===== src/rtl/srwr_pkg.sv =====
// Shared types and constants for the selective-repeat window receiver.
`default_nettype none

package srwr_pkg;

    localparam int WINDOW_MAX  = 32;
    localparam int TAG_BITS    = 16;
    localparam int IDX_W       = $clog2(WINDOW_MAX);
    localparam int SEQ_W       = 32;
    localparam int LEN_W       = 11;
    localparam int OUT_TAG_W   = 16;
    localparam int WIN_W       = 6;

    localparam logic [LEN_W-1:0] PAYLOAD_MAX = LEN_W'(1461);

    localparam logic REQ_DATA = 1'b0;
    localparam logic REQ_END  = 1'b1;

    localparam logic KIND_ACK     = 1'b0;
    localparam logic KIND_DELIVER = 1'b1;

    typedef struct packed {
        logic                  req_type;
        logic [SEQ_W-1:0]      seq_num;
        logic [LEN_W-1:0]      pay_length;
        logic                  checksum_ok;
        logic [OUT_TAG_W-1:0]  payload_tag;
    } t_in_word;

    typedef struct packed {
        logic                  kind;
        logic [SEQ_W-1:0]      out_seq;
        logic [LEN_W-1:0]      out_length;
        logic [OUT_TAG_W-1:0]  out_tag;
        logic                  last;
    } t_out_word;

    // Commands from the controller to the datapath.
    typedef struct packed {
        logic capture;
        logic evaluate;
        logic store;
        logic close;
        logic deliver;
    } t_cmd;

    // Status from the datapath to the controller.
    typedef struct packed {
        logic is_end;
        logic accept;
        logic out_empty;
        logic head_valid;
    } t_sts;

endpackage

`default_nettype wire


===== src/rtl/srwr_ctrl.sv =====
// Sequencing state machine for the selective-repeat window receiver.
`default_nettype none

module srwr_ctrl (
    input  wire logic          i_clk,
    input  wire logic          i_rst_n,
    input  wire logic          i_in_valid,
    output logic               o_in_ready,
    input  wire srwr_pkg::t_sts i_sts,
    output srwr_pkg::t_cmd     o_cmd
);

    localparam logic [1:0] ST_IDLE = 2'd0;
    localparam logic [1:0] ST_EVAL = 2'd1;
    localparam logic [1:0] ST_SLOT = 2'd2;
    localparam logic [1:0] ST_WAIT = 2'd3;

    logic [1:0] r_state;
    logic [1:0] n_state;

    always_comb begin
        n_state    = r_state;
        o_cmd      = '0;
        o_in_ready = 1'b0;
        unique case (r_state)
            ST_IDLE: begin
                o_in_ready = 1'b1;
                if (i_in_valid) begin
                    o_cmd.capture = 1'b1;
                    n_state       = ST_EVAL;
                end
            end
            ST_EVAL: begin
                if (i_sts.is_end) begin
                    o_cmd.close = 1'b1;
                    n_state     = ST_WAIT;
                end else begin
                    o_cmd.evaluate = 1'b1;
                    n_state        = ST_SLOT;
                end
            end
            ST_SLOT: begin
                if (i_sts.accept) begin
                    o_cmd.store = 1'b1;
                    n_state     = ST_WAIT;
                end else begin
                    n_state = ST_IDLE;
                end
            end
            ST_WAIT: begin
                // release one slot per free output register, stop at a hole
                if (i_sts.out_empty) begin
                    if (i_sts.head_valid) begin
                        o_cmd.deliver = 1'b1;
                    end else begin
                        n_state = ST_IDLE;
                    end
                end
            end
            default: begin
                n_state = ST_IDLE;
            end
        endcase
    end

    always_ff @(posedge i_clk) begin
        if (!i_rst_n) begin
            r_state <= ST_IDLE;
        end else begin
            r_state <= n_state;
        end
    end

endmodule

`default_nettype wire


===== src/rtl/srwr_dp.sv =====
// Datapath: window registers, slot store, valid bits and output register.
`default_nettype none

module srwr_dp (
    input  wire logic                        i_clk,
    input  wire logic                        i_rst_n,
    input  wire srwr_pkg::t_in_word          i_in,
    output srwr_pkg::t_out_word              o_out,
    output logic                             o_out_valid,
    input  wire logic                        i_out_ready,
    input  wire logic                        i_cfg_valid,
    input  wire logic [srwr_pkg::WIN_W-1:0]  i_cfg_data,
    input  wire srwr_pkg::t_cmd              i_cmd,
    output srwr_pkg::t_sts                   o_sts
);

    localparam int MEM_W = srwr_pkg::LEN_W + srwr_pkg::TAG_BITS;

    srwr_pkg::t_in_word                 r_in;
    logic [srwr_pkg::WIN_W-1:0]         r_win_cfg;
    logic [srwr_pkg::SEQ_W-1:0]         r_base;
    logic [srwr_pkg::IDX_W-1:0]         r_head;
    logic [srwr_pkg::WINDOW_MAX-1:0]    r_valid;
    logic [srwr_pkg::IDX_W-1:0]         r_off;
    logic                               r_pass;
    srwr_pkg::t_out_word                r_out;
    logic                               r_out_valid;
    logic [MEM_W-1:0]                   r_mem [srwr_pkg::WINDOW_MAX];
    logic [MEM_W-1:0]                   r_rd;

    logic [srwr_pkg::WIN_W-1:0]         win;
    logic [srwr_pkg::SEQ_W-1:0]         off;
    logic [srwr_pkg::IDX_W:0]           phys_sum;
    logic [srwr_pkg::IDX_W-1:0]         phys;
    logic [srwr_pkg::IDX_W-1:0]         head_nxt;

    // clamp the window to 1..WINDOW_MAX
    always_comb begin
        if (r_win_cfg == '0) begin
            win = srwr_pkg::WIN_W'(1);
        end else if (r_win_cfg > srwr_pkg::WIN_W'(srwr_pkg::WINDOW_MAX)) begin
            win = srwr_pkg::WIN_W'(srwr_pkg::WINDOW_MAX);
        end else begin
            win = r_win_cfg;
        end
    end

    assign off      = r_in.seq_num - r_base;
    assign phys_sum = {1'b0, r_head} + {1'b0, r_off};
    assign phys     = (phys_sum >= (srwr_pkg::IDX_W+1)'(srwr_pkg::WINDOW_MAX))
                    ? srwr_pkg::IDX_W'(phys_sum - (srwr_pkg::IDX_W+1)'(srwr_pkg::WINDOW_MAX))
                    : phys_sum[srwr_pkg::IDX_W-1:0];
    assign head_nxt = (r_head == srwr_pkg::IDX_W'(srwr_pkg::WINDOW_MAX - 1))
                    ? '0 : r_head + srwr_pkg::IDX_W'(1);

    assign o_sts.is_end     = (r_in.req_type == srwr_pkg::REQ_END);
    assign o_sts.accept     = r_pass & ~r_valid[phys];
    assign o_sts.out_empty  = ~r_out_valid;
    assign o_sts.head_valid = r_valid[r_head];

    assign o_out       = r_out;
    assign o_out_valid = r_out_valid;

    // payload registers
    always_ff @(posedge i_clk) begin
        if (i_cmd.capture) begin
            r_in <= i_in;
        end
        if (i_cmd.evaluate) begin
            r_off  <= off[srwr_pkg::IDX_W-1:0];
            r_pass <= r_in.checksum_ok
                    & (r_in.pay_length <= srwr_pkg::PAYLOAD_MAX)
                    & (off < srwr_pkg::SEQ_W'(win));
        end
        if (i_cmd.store) begin
            r_out.kind       <= srwr_pkg::KIND_ACK;
            r_out.out_seq    <= r_in.seq_num;
            r_out.out_length <= '0;
            r_out.out_tag    <= '0;
            r_out.last       <= (r_off != '0);
        end else if (i_cmd.close) begin
            r_out.kind       <= srwr_pkg::KIND_ACK;
            r_out.out_seq    <= r_in.seq_num;
            r_out.out_length <= '0;
            r_out.out_tag    <= '0;
            r_out.last       <= 1'b1;
        end else if (i_cmd.deliver) begin
            r_out.kind       <= srwr_pkg::KIND_DELIVER;
            r_out.out_seq    <= r_base;
            r_out.out_length <= r_rd[MEM_W-1 -: srwr_pkg::LEN_W];
            r_out.out_tag    <= srwr_pkg::OUT_TAG_W'(r_rd[srwr_pkg::TAG_BITS-1:0]);
            r_out.last       <= ~r_valid[head_nxt];
        end
    end

    // slot store: one write port, one registered read port at the head
    always_ff @(posedge i_clk) begin
        if (i_cmd.store) begin
            r_mem[phys] <= {r_in.pay_length, r_in.payload_tag[srwr_pkg::TAG_BITS-1:0]};
        end
        r_rd <= r_mem[r_head];
    end

    // control state
    always_ff @(posedge i_clk) begin
        if (!i_rst_n) begin
            r_win_cfg   <= srwr_pkg::WIN_W'(32);
            r_base      <= '0;
            r_head      <= '0;
            r_valid     <= '0;
            r_out_valid <= 1'b0;
        end else begin
            if (i_cfg_valid) begin
                r_win_cfg <= i_cfg_data;
            end
            if (i_cmd.store || i_cmd.close || i_cmd.deliver) begin
                r_out_valid <= 1'b1;
            end else if (i_out_ready) begin
                r_out_valid <= 1'b0;
            end
            if (i_cmd.close) begin
                r_valid <= '0;
                r_base  <= '0;
                r_head  <= '0;
            end else if (i_cmd.store) begin
                r_valid[phys] <= 1'b1;
            end else if (i_cmd.deliver) begin
                r_valid[r_head] <= 1'b0;
                r_head          <= head_nxt;
                r_base          <= r_base + srwr_pkg::SEQ_W'(1);
            end
        end
    end

endmodule

`default_nettype wire


===== src/rtl/selective_repeat_window_receiver_top.sv =====
// Top level of the selective-repeat window receiver.
//
// Receive-side reorder engine for a sliding-window transport. Each input word is
// one packet header. A DATA header with a good checksum, length up to 1461 and a
// sequence number inside [base, base + window) whose slot is still free gets an
// acknowledgement word (kind 0) and is stored; then every stored slot from the
// base onward goes out in order as delivery words (kind 1) and the base advances.
// Corrupt, oversized, duplicate, below-base and beyond-window DATA headers are
// dropped with no output. An END header is acknowledged and then clears all
// slots and sets the base back to zero. The last output word of each header has
// last set. Sequencing: a header is captured while idle and then checked in the
// evaluate and slot states (offset subtract and window compare, then slot lookup);
// a dropped header then returns the block to idle. Each result word goes through
// a single output register; the in-order walk reads one slot per word from the
// slot store's registered read port, and each delivery waits until the previous
// word has left the output register. The input is accepted only once all words
// of the previous header have left. The window register (6 bits, reset 32,
// clamped to 1..32) is always ready to take a write; write it only while the block is idle.
`default_nettype none

module selective_repeat_window_receiver_top (
    input  wire logic                        i_clk,
    input  wire logic                        i_rst_n,
    input  wire logic                        i_in_valid,
    output logic                             o_in_ready,
    input  wire srwr_pkg::t_in_word          i_in,
    output logic                             o_out_valid,
    input  wire logic                        i_out_ready,
    output srwr_pkg::t_out_word              o_out,
    input  wire logic                        i_cfg_valid,
    output logic                             o_cfg_ready,
    input  wire logic [srwr_pkg::WIN_W-1:0]  i_cfg_data
);

    srwr_pkg::t_cmd cmd;
    srwr_pkg::t_sts sts;

    // window register takes a write at any time
    assign o_cfg_ready = 1'b1;

    srwr_ctrl u_ctrl (
        .i_clk      (i_clk),
        .i_rst_n    (i_rst_n),
        .i_in_valid (i_in_valid),
        .o_in_ready (o_in_ready),
        .i_sts      (sts),
        .o_cmd      (cmd)
    );

    srwr_dp u_dp (
        .i_clk       (i_clk),
        .i_rst_n     (i_rst_n),
        .i_in        (i_in),
        .o_out       (o_out),
        .o_out_valid (o_out_valid),
        .i_out_ready (i_out_ready),
        .i_cfg_valid (i_cfg_valid),
        .i_cfg_data  (i_cfg_data),
        .i_cmd       (cmd),
        .o_sts       (sts)
    );

endmodule

`default_nettype wire


===== config.mk =====
export PLATFORM = sky130hd
export DESIGN_NAME = selective_repeat_window_receiver_top
export DESIGN_NICKNAME = d
export VERILOG_FILES = /design/src/rtl/srwr_pkg.sv /design/src/rtl/srwr_ctrl.sv /design/src/rtl/srwr_dp.sv /design/src/rtl/selective_repeat_window_receiver_top.sv
export SDC_FILE = /design/constraint.sdc
export NUM_CORES = 1
export LEC_CHECK = 0
export ABC_AREA = 1
export BUFFER_PORTS_ARGS = -buffer_cell sky130_fd_sc_hd__buf_4
export CAP_MARGIN = 20
export CORE_MARGIN = 3
export CORE_UTILIZATION = 35
export CTS_CLUSTER_SIZE = 40
export DETAILED_ROUTE_END_ITERATION = 16
export PLACE_DENSITY_LB_ADDON = 0.3
export SETUP_SLACK_MARGIN = 0.5
export SYNTH_ARGS = -nofsm -noshare
export SYNTH_HDL_FRONTEND = slang
export SYNTH_SLANG_ARGS = --single-unit

===== constraint.sdc =====
create_clock -name i_clk -period 6.8 [get_ports i_clk]
set_input_delay 0.34 -clock i_clk [delete_from_list [all_inputs] [get_ports i_clk]]
set_output_delay 0.34 -clock i_clk [all_outputs]
set_load 0.005 [all_outputs]

Word level (Yosys, flattened, before mapping)
Memories as Yosys holds them, arrays and structs flattened. A register that Yosys moved wholly into a read port is not among the register bits.
Index checks and enable logic that the tools add are counted.
{"block": "op_classes", "add_sub_neg": 5, "magnitude_cmp": 9, "eq_ne": 7, "muxes": 41, "bitwise_logic": 10, "reduce_logical": 14}
{"operator": "$mux W60", "count": 3}
{"operator": "$mux W32", "count": 2}
{"operator": "$add A32 B1 Y32 const B", "count": 1}
{"operator": "$and A32 B32 Y32", "count": 1}
{"operator": "$lt A32 B6 Y1", "count": 1}
{"operator": "$not A32 Y32", "count": 1}
{"operator": "$or A32 B32 Y32", "count": 1}
{"operator": "$sub A32 B32 Y32", "count": 1}
{"operator": "$mux W1", "count": 22}
{"operator": "$lt A5 B6 Y1 const B", "count": 3}
{"operator": "$bmux W1 S5", "count": 3}
{"operator": "$mux W6", "count": 2}
{"operator": "$le A11 B11 Y1 const B", "count": 1}
{"operator": "$demux W1 S5", "count": 2}
{"operator": "$ge A5 B1 Y1 const B", "count": 2}
{"operator": "$mux W5", "count": 2}
{"operator": "$mux W2", "count": 4}
{"operator": "$pmux W2 S4", "count": 1}
{"operator": "$add A5 B5 Y6", "count": 1}
{"operator": "$ge A6 B6 Y1 const B", "count": 1}
{"operator": "$gt A6 B6 Y1 const B", "count": 1}
{"operator": "$logic_not A6 Y1", "count": 1}
{"operator": "$ne A2 B2 Y1 const B", "count": 3}
{"operator": "$add A5 B1 Y5 const B", "count": 1}
{"operator": "other kinds (15)", "count": 25}
{"block": "word_totals", "register_bits": 206, "ramBits": 864, "in_bits": 72, "output_inout_bits": 64, "elab_cells": 105, "mem_count": 1}
{"name": "u_dp.r_mem", "depth": 32, "word_bits": 27, "rd": 1, "rd_clocked_by_memory_dff": 1, "wr": 1, "line": "srwr_dp.sv:28", "rtl": "logic [MEM_W-1:0] r_mem [srwr_pkg::WINDOW_MAX];"}

Logic depth before layout (Yosys ltp)
{"block": "logic_depth", "ltp_word": 12, "depth_mapped": 21}

Hierarchy
From an unflattened synthesis, not the netlist that was laid out.
{"block": "hier_totals", "hier_cells": 3865, "hier_area_um2": 45160.8}
{"module": "srwr_dp", "instances": 1, "cells_each": 3836, "area_per_inst_um2": 45011.9}
{"module": "srwr_ctrl", "instances": 1, "cells_each": 27, "area_per_inst_um2": 137.6}
{"module": "selective_repeat_window_receiver_top", "instances": 1, "cells_each": 2, "area_per_inst_um2": 11.3}

Least setup slack after synthesis
Ideal clock, no wire load.
{"block": "synth_path", "kind": "register to register", "startpoint": "reg u_dp.r_off[0] (netlist bit)", "endpoint": "mem u_dp.r_mem[28][0] (netlist bit) (enable)", "setup_ns": 0.411, "arrival_time_ns": 3.297, "required_time_ns": 6.389, "path_slack_ns": 3.093, "path_stages_with_launch": 12, "period_less_slack_ns": 3.707, "cell_sequence": "edfxtp_1 ha_1 fa_1 inv_1 nand2_1 buf_2 o22ai_1 o21ai_0 a21oi_2 nor2_4 nand2_4 nor2_1"}
{"block": "synth_via", "elab_chain_len": 11, "word_cells_on_any_way": 12, "classes_between": "add/sub: 2; order compare: 1; mux: 7; bitwise: 2"}
{"item": "start: declaration", "line": "srwr_dp.sv:24", "rtl": "logic [srwr_pkg::IDX_W-1:0] r_off;"}
{"item": "start signal: assignment", "line": "srwr_dp.sv:70", "rtl": "r_off <= off[srwr_pkg::IDX_W-1:0];"}
{"item": "$add A5 B5 Y6 (*)", "line": "srwr_dp.sv:49", "rtl": "assign phys_sum = {1'b0, r_head} + {1'b0, r_off};"}
{"item": "$sub A5 B1 Y5 or $ge A6 B6 Y1 (tied branches)", "line": "srwr_dp.sv:51, srwr_dp.sv:50"}
{"item": "$mux W5 (*)", "line": "srwr_dp.sv:51", "rtl": "? srwr_pkg::IDX_W'(phys_sum - (srwr_pkg::IDX_W+1)'(srwr_pkg::WINDOW_MAX))"}
{"item": "$bmux W1 S5", "line": "srwr_dp.sv:57", "rtl": "assign o_sts.accept = r_pass & ~r_valid[phys];"}
{"item": "$mux W1 (not written as such)", "line": "srwr_dp.sv:57"}
{"item": "$not A1 Y1", "line": "srwr_dp.sv:57"}
{"item": "$and A1 B1 Y1", "line": "srwr_dp.sv:57"}
{"item": "$mux W1", "line": "srwr_ctrl.sv:43", "rtl": "if (i_sts.accept) begin"}
{"item": "$mux W1", "line": "srwr_ctrl.sv:25", "rtl": "unique case (r_state)"}
{"item": "$mux W1", "line": "srwr_dp.sv:98", "rtl": "if (i_cmd.store) begin"}
{"item": "$mux W1 (not written as such)", "line": "srwr_dp.sv:99", "rtl": "r_mem[phys] <= {r_in.pay_length, r_in.payload_tag[srwr_pkg::TAG_BITS-1:0]};"}
{"item": "end: declaration", "line": "srwr_dp.sv:28"}
Every way passes the cells marked *; elsewhere a longest branch is shown, timed or not. The select of a mux whose other input is x is not followed.

Final worst setup path
{"block": "layout_path", "startpoint": "reg u_dp.r_off[0] (netlist bit)", "endpoint": "reg u_dp.r_out (netlist bit u_dp.o_out[51]) (enable)"}
{"block": "layout_via", "elab_chain_len": 10, "word_cells_on_any_way": 11, "classes_between": "add/sub: 2; order compare: 1; mux: 5; bitwise: 2; reduce/logical: 1"}
{"item": "$add A5 B5 Y6 (*)", "line": "srwr_dp.sv:49"}
{"item": "$sub A5 B1 Y5 or $ge A6 B6 Y1 (tied branches)", "line": "srwr_dp.sv:51, srwr_dp.sv:50"}
{"item": "$mux W5 (*)", "line": "srwr_dp.sv:51"}
{"item": "$bmux W1 S5 (*)", "line": "srwr_dp.sv:57"}
{"item": "$mux W1 (not written as such) (*)", "line": "srwr_dp.sv:57"}
{"item": "$not A1 Y1 (*)", "line": "srwr_dp.sv:57"}
{"item": "$and A1 B1 Y1 (*)", "line": "srwr_dp.sv:57"}
{"item": "$mux W1 (*)", "line": "srwr_ctrl.sv:43"}
{"item": "$mux W1 (*)", "line": "srwr_ctrl.sv:25"}
{"item": "$reduce_bool A3 Y1 (no source line) (*)"}
{"item": "end: declaration", "line": "srwr_dp.sv:26", "rtl": "srwr_pkg::t_out_word r_out;"}
Marks and branches as above.
A chain may end at the register's enable or synchronous reset.

==> flow_metrics.tcl <==
set metrics [dict create \
    top_usage_layer "met2" \
    tns_ps 0 \
    endpoint_kind "flop" \
    synthTopCellsByArea "edfxtp_1, dfxtp_1, o21ai_0" \
    grt_use_total 0.192 \
    yosysTopAreaCellShare 0.632 \
    period_needed_ps 4570 \
    switching_power_uw 3130 \
    utilization 0.411 \
    vias_per_cell 5.20 \
    cts_tree "done" \
    final_hold_viol_count 0 \
    clk_path_buf_depth 3 \
    internal_power_uw 11300 \
    start_util 0.353 \
    clockRootBuffer "clkbuf_16" \
    core.rowCount 132 \
    fmax_mhz 219 \
    cts_buffers 110 \
    worst_ir_drop_vdd_mv 0.235 \
    drc 0 \
    ys_types 46 \
    overflow 0 \
    relSlewSlack 0.233 \
    p_per_area_nw_per_um2 270 \
    coreArea_um2 130000 \
    rsz0062_at_grt "no" \
    vias 31500 \
    yosys_warnings 0 \
    portBuffers 134 \
    antennaDiodeCount 0 \
    cts_max_level 3 \
    cts_sinks 1097 \
    synth_top_cell_by_area "edfxtp_1" \
    criticalPathCategory "flop to flop" \
    avgSynthCellArea_um2 11.3 \
    detailed_place_hpwl_um 77600 \
    p_clk_frac 0.427 \
    arrival_ps 4910 \
    synth_fp_nets 4189 \
    swShare 0.218 \
    grt_use_met1 0.263 \
    worstHoldPathCells 2 \
    grt_max_degree 210 \
    grt_pass1_wl_um 197000 \
    setup.worst_path.start_class "flop" \
    antenna_found_initial 3 \
    synth_edf_count 964 \
    synthArstFlopShare 0 \
    p_seq_frac 0.526 \
    r2r_cells 15 \
    ys_ff_latch 1097 \
    tightestPinTransition_ps 1150 \
    place_congestion 0.959 \
    worst_slack_ps 2230 \
    fin_nets 4356 \
    clk_latency_ps 720 \
    finalClockSkew_ps 41.1 \
    combPwrFrac 0.047 \
    maxSlewViolCount 0 \
    power_leakage_uw 0.0187 \
    area_delta_synth_final_pct 16.3 \
    pin_count 136 \
    die-width_um 368 \
    status "completed" \
    cp_max_fo 59 \
    required_ps 7140 \
    r2r_setup_slack_ps 2230 \
    routed_wl_um 134000 \
    seq_area_frac_synth 0.690 \
    timing.final.crit_share 0.672 \
    fin_total_pwr_uw 14400 \
    grt.met3_usage 0.0323 \
    firstDrtPassIters 8 \
    die_y_um 368 \
    ys.flop_type "edfxtp_1" \
    holdCritPathClass "input port to flop" \
    maxCapViolations 0 \
    setup_violations 0 \
    ant_nets 0 \
    wl_per_cell_um 22.0 \
    synth_cells 4069 \
    dpl_worst_slack_ps 2270 \
    grt_pass1_vias 30000 \
    dieArea_um2 135000 \
    drtIter0Drc 3070 \
    cts.clk_slew.worst_paths_ps 60 \
    syn_area_um2 45800 \
    layout-drive-gt1-share 0.0962 \
    use_met2 0.310 \
]
-- worst max-delay path, stage by stage (launching register included) --
cell and delay (ps):
edfxtp_1 400, ha_1 250, fa_1 600, inv_1 70, nand2_1 400, o22ai_1 130
o21ai_0 220, nand2_1 70, nand2_1 60, nand2_1 60, inv_2 470, nand2_4 210
nand2_4 580, inv_2 110, nand2_1 120, buf_4 390
-- power groups by stage --
stage                     logic, µW  clock network (µW)  registers [µW]
final                           674                6150            7570
after global routing            749                6540            7580
after CTS                       633                6280            7600
after detailed placement        592                   0            7740
after global placement          579                   0            7750
after floorplan                 310                   0            7730
-- final cells by class --
cell class | count | area (µm²)
multi-input cells | 2462 | 12200
flip-flops and latches | 1097 | 31600
inverters | 291 | 1100
repair buffers | 274 | 2490
well taps | 1742 | 2180
clock inverters | 49 | 587
fillers | 12400 | 76500
clock buffers | 153 | 3080
-- registers in the layout, summed over array words and instances, names as in the netlist --
register / count
u_ctrl.r_state: 2
u_dp.o_out: 61
u_dp.o_out_valid: 1
u_dp.o_sts: 1
u_dp.r_base: 32
u_dp.r_head: 5
u_dp.r_in: 60
u_dp.r_mem: 864
u_dp.r_off: 5
u_dp.r_pass: 1
u_dp.r_rd: 27
u_dp.r_valid: 32
u_dp.r_win_cfg: 6
-- per-stage QoR --
| step | cell area, µm² | std cells | hold WS (ps) |
|---|---|---|---|
| 2_1_floorplan | 45800 | 4069 | 424 |
| 3_3_place_gp | 48600 | 5777 | 432 |
| 3_5_place_dp | 48700 | 5780 | 441 |
| 4_1_cts | 53100 | 6060 | 274 |
| 5_1_grt | 53300 | 6068 | 310 |
| 6_report | 53300 | 6068 | 336 |
-- metal layers --
metal / part of all wire / vias up / wire length (µm)
li1: - / 14800 / -
met1: 0.44 / 15400 / 58500
met2: 0.47 / 1074 / 62300
met3: 0.064 / 234 / 8500
met4: 0.033 / 2 / 4450
met5: 0.000097 / - / 13
-- Yosys cell counts, drive strengths merged, types with 2 or more instances --
| master | number |
|---|---|
| edfxtp | 964 |
| o22ai | 235 |
| buf | 66 |
| xor2 | 31 |
| nor3 | 43 |
| ha | 46 |
| dfxtp | 133 |
| clkbuf | 153 |
| nor2 | 599 |
| nor3b | 5 |
| nand4 | 38 |
| fa | 2 |
| nand3b | 5 |
| a221oi | 53 |
| inv | 290 |
| a21oi | 112 |
| o21ai | 533 |
| xnor2 | 2 |
| nand3 | 79 |
| o21bai | 3 |
| nand2 | 611 |
| o221ai | 4 |
| nor4 | 5 |
| o211ai | 7 |
| a22o | 39 |
| a31oi | 2 |
-- path summary, 6_finish.rpt --
| kind | startpoint | to |
|---|---|---|
| worst max-delay path | u_dp.r_off[0] | u_dp.o_out[51] |
| worst min-delay path | i_in[10] | u_dp.r_in[10] |
| worst max register to register | u_dp.r_off[0] | u_dp.o_out[51] |
| worst min register to register | u_dp.r_rd[14] | u_dp.o_out[15] |
-- cell families (layout without fill, tap and decap cells) --
family	count (synthesis)	in the layout	share of synthesized area
flip-flops	1097	1097	0.690
other	1	1	0.0000818
buffers and inverters	510	767	0.0444
adder cells (fa/ha/maj)	48	48	0.0134
XOR/XNOR	33	33	0.00680
AO/OA/AOI/OAI	992	992	0.124
AND/OR/NAND/NOR	1388	1388	0.121
-- repair_timing --
| action | 4_1_cts | 5_1_grt |
|---|---|---|
| hold buffers | 78 | 0 |
| endpoints found under the hold margin | 70 | 0 |
| buffers inserted | 0 | 0 |
| gates resized for setup | 0 | 0 |
-- layout by cell type (no fill, tap or decap), types with 39 or more instances in the layout --
cell type / instances
ha_1: 46
nand2_1: 609
dfxtp_1: 131
edfxtp_1: 964
a221oi_1: 53
nand3_1: 78
a21oi_1: 101
clkbuf_16: 112
o22ai_1: 235
nor2_1: 594
buf_4: 181
a22o_1: 39
inv_1: 252
dlygate4sd3_1: 78
o21ai_0: 528
No activity file was read; power rests on OpenSTA's default activity.
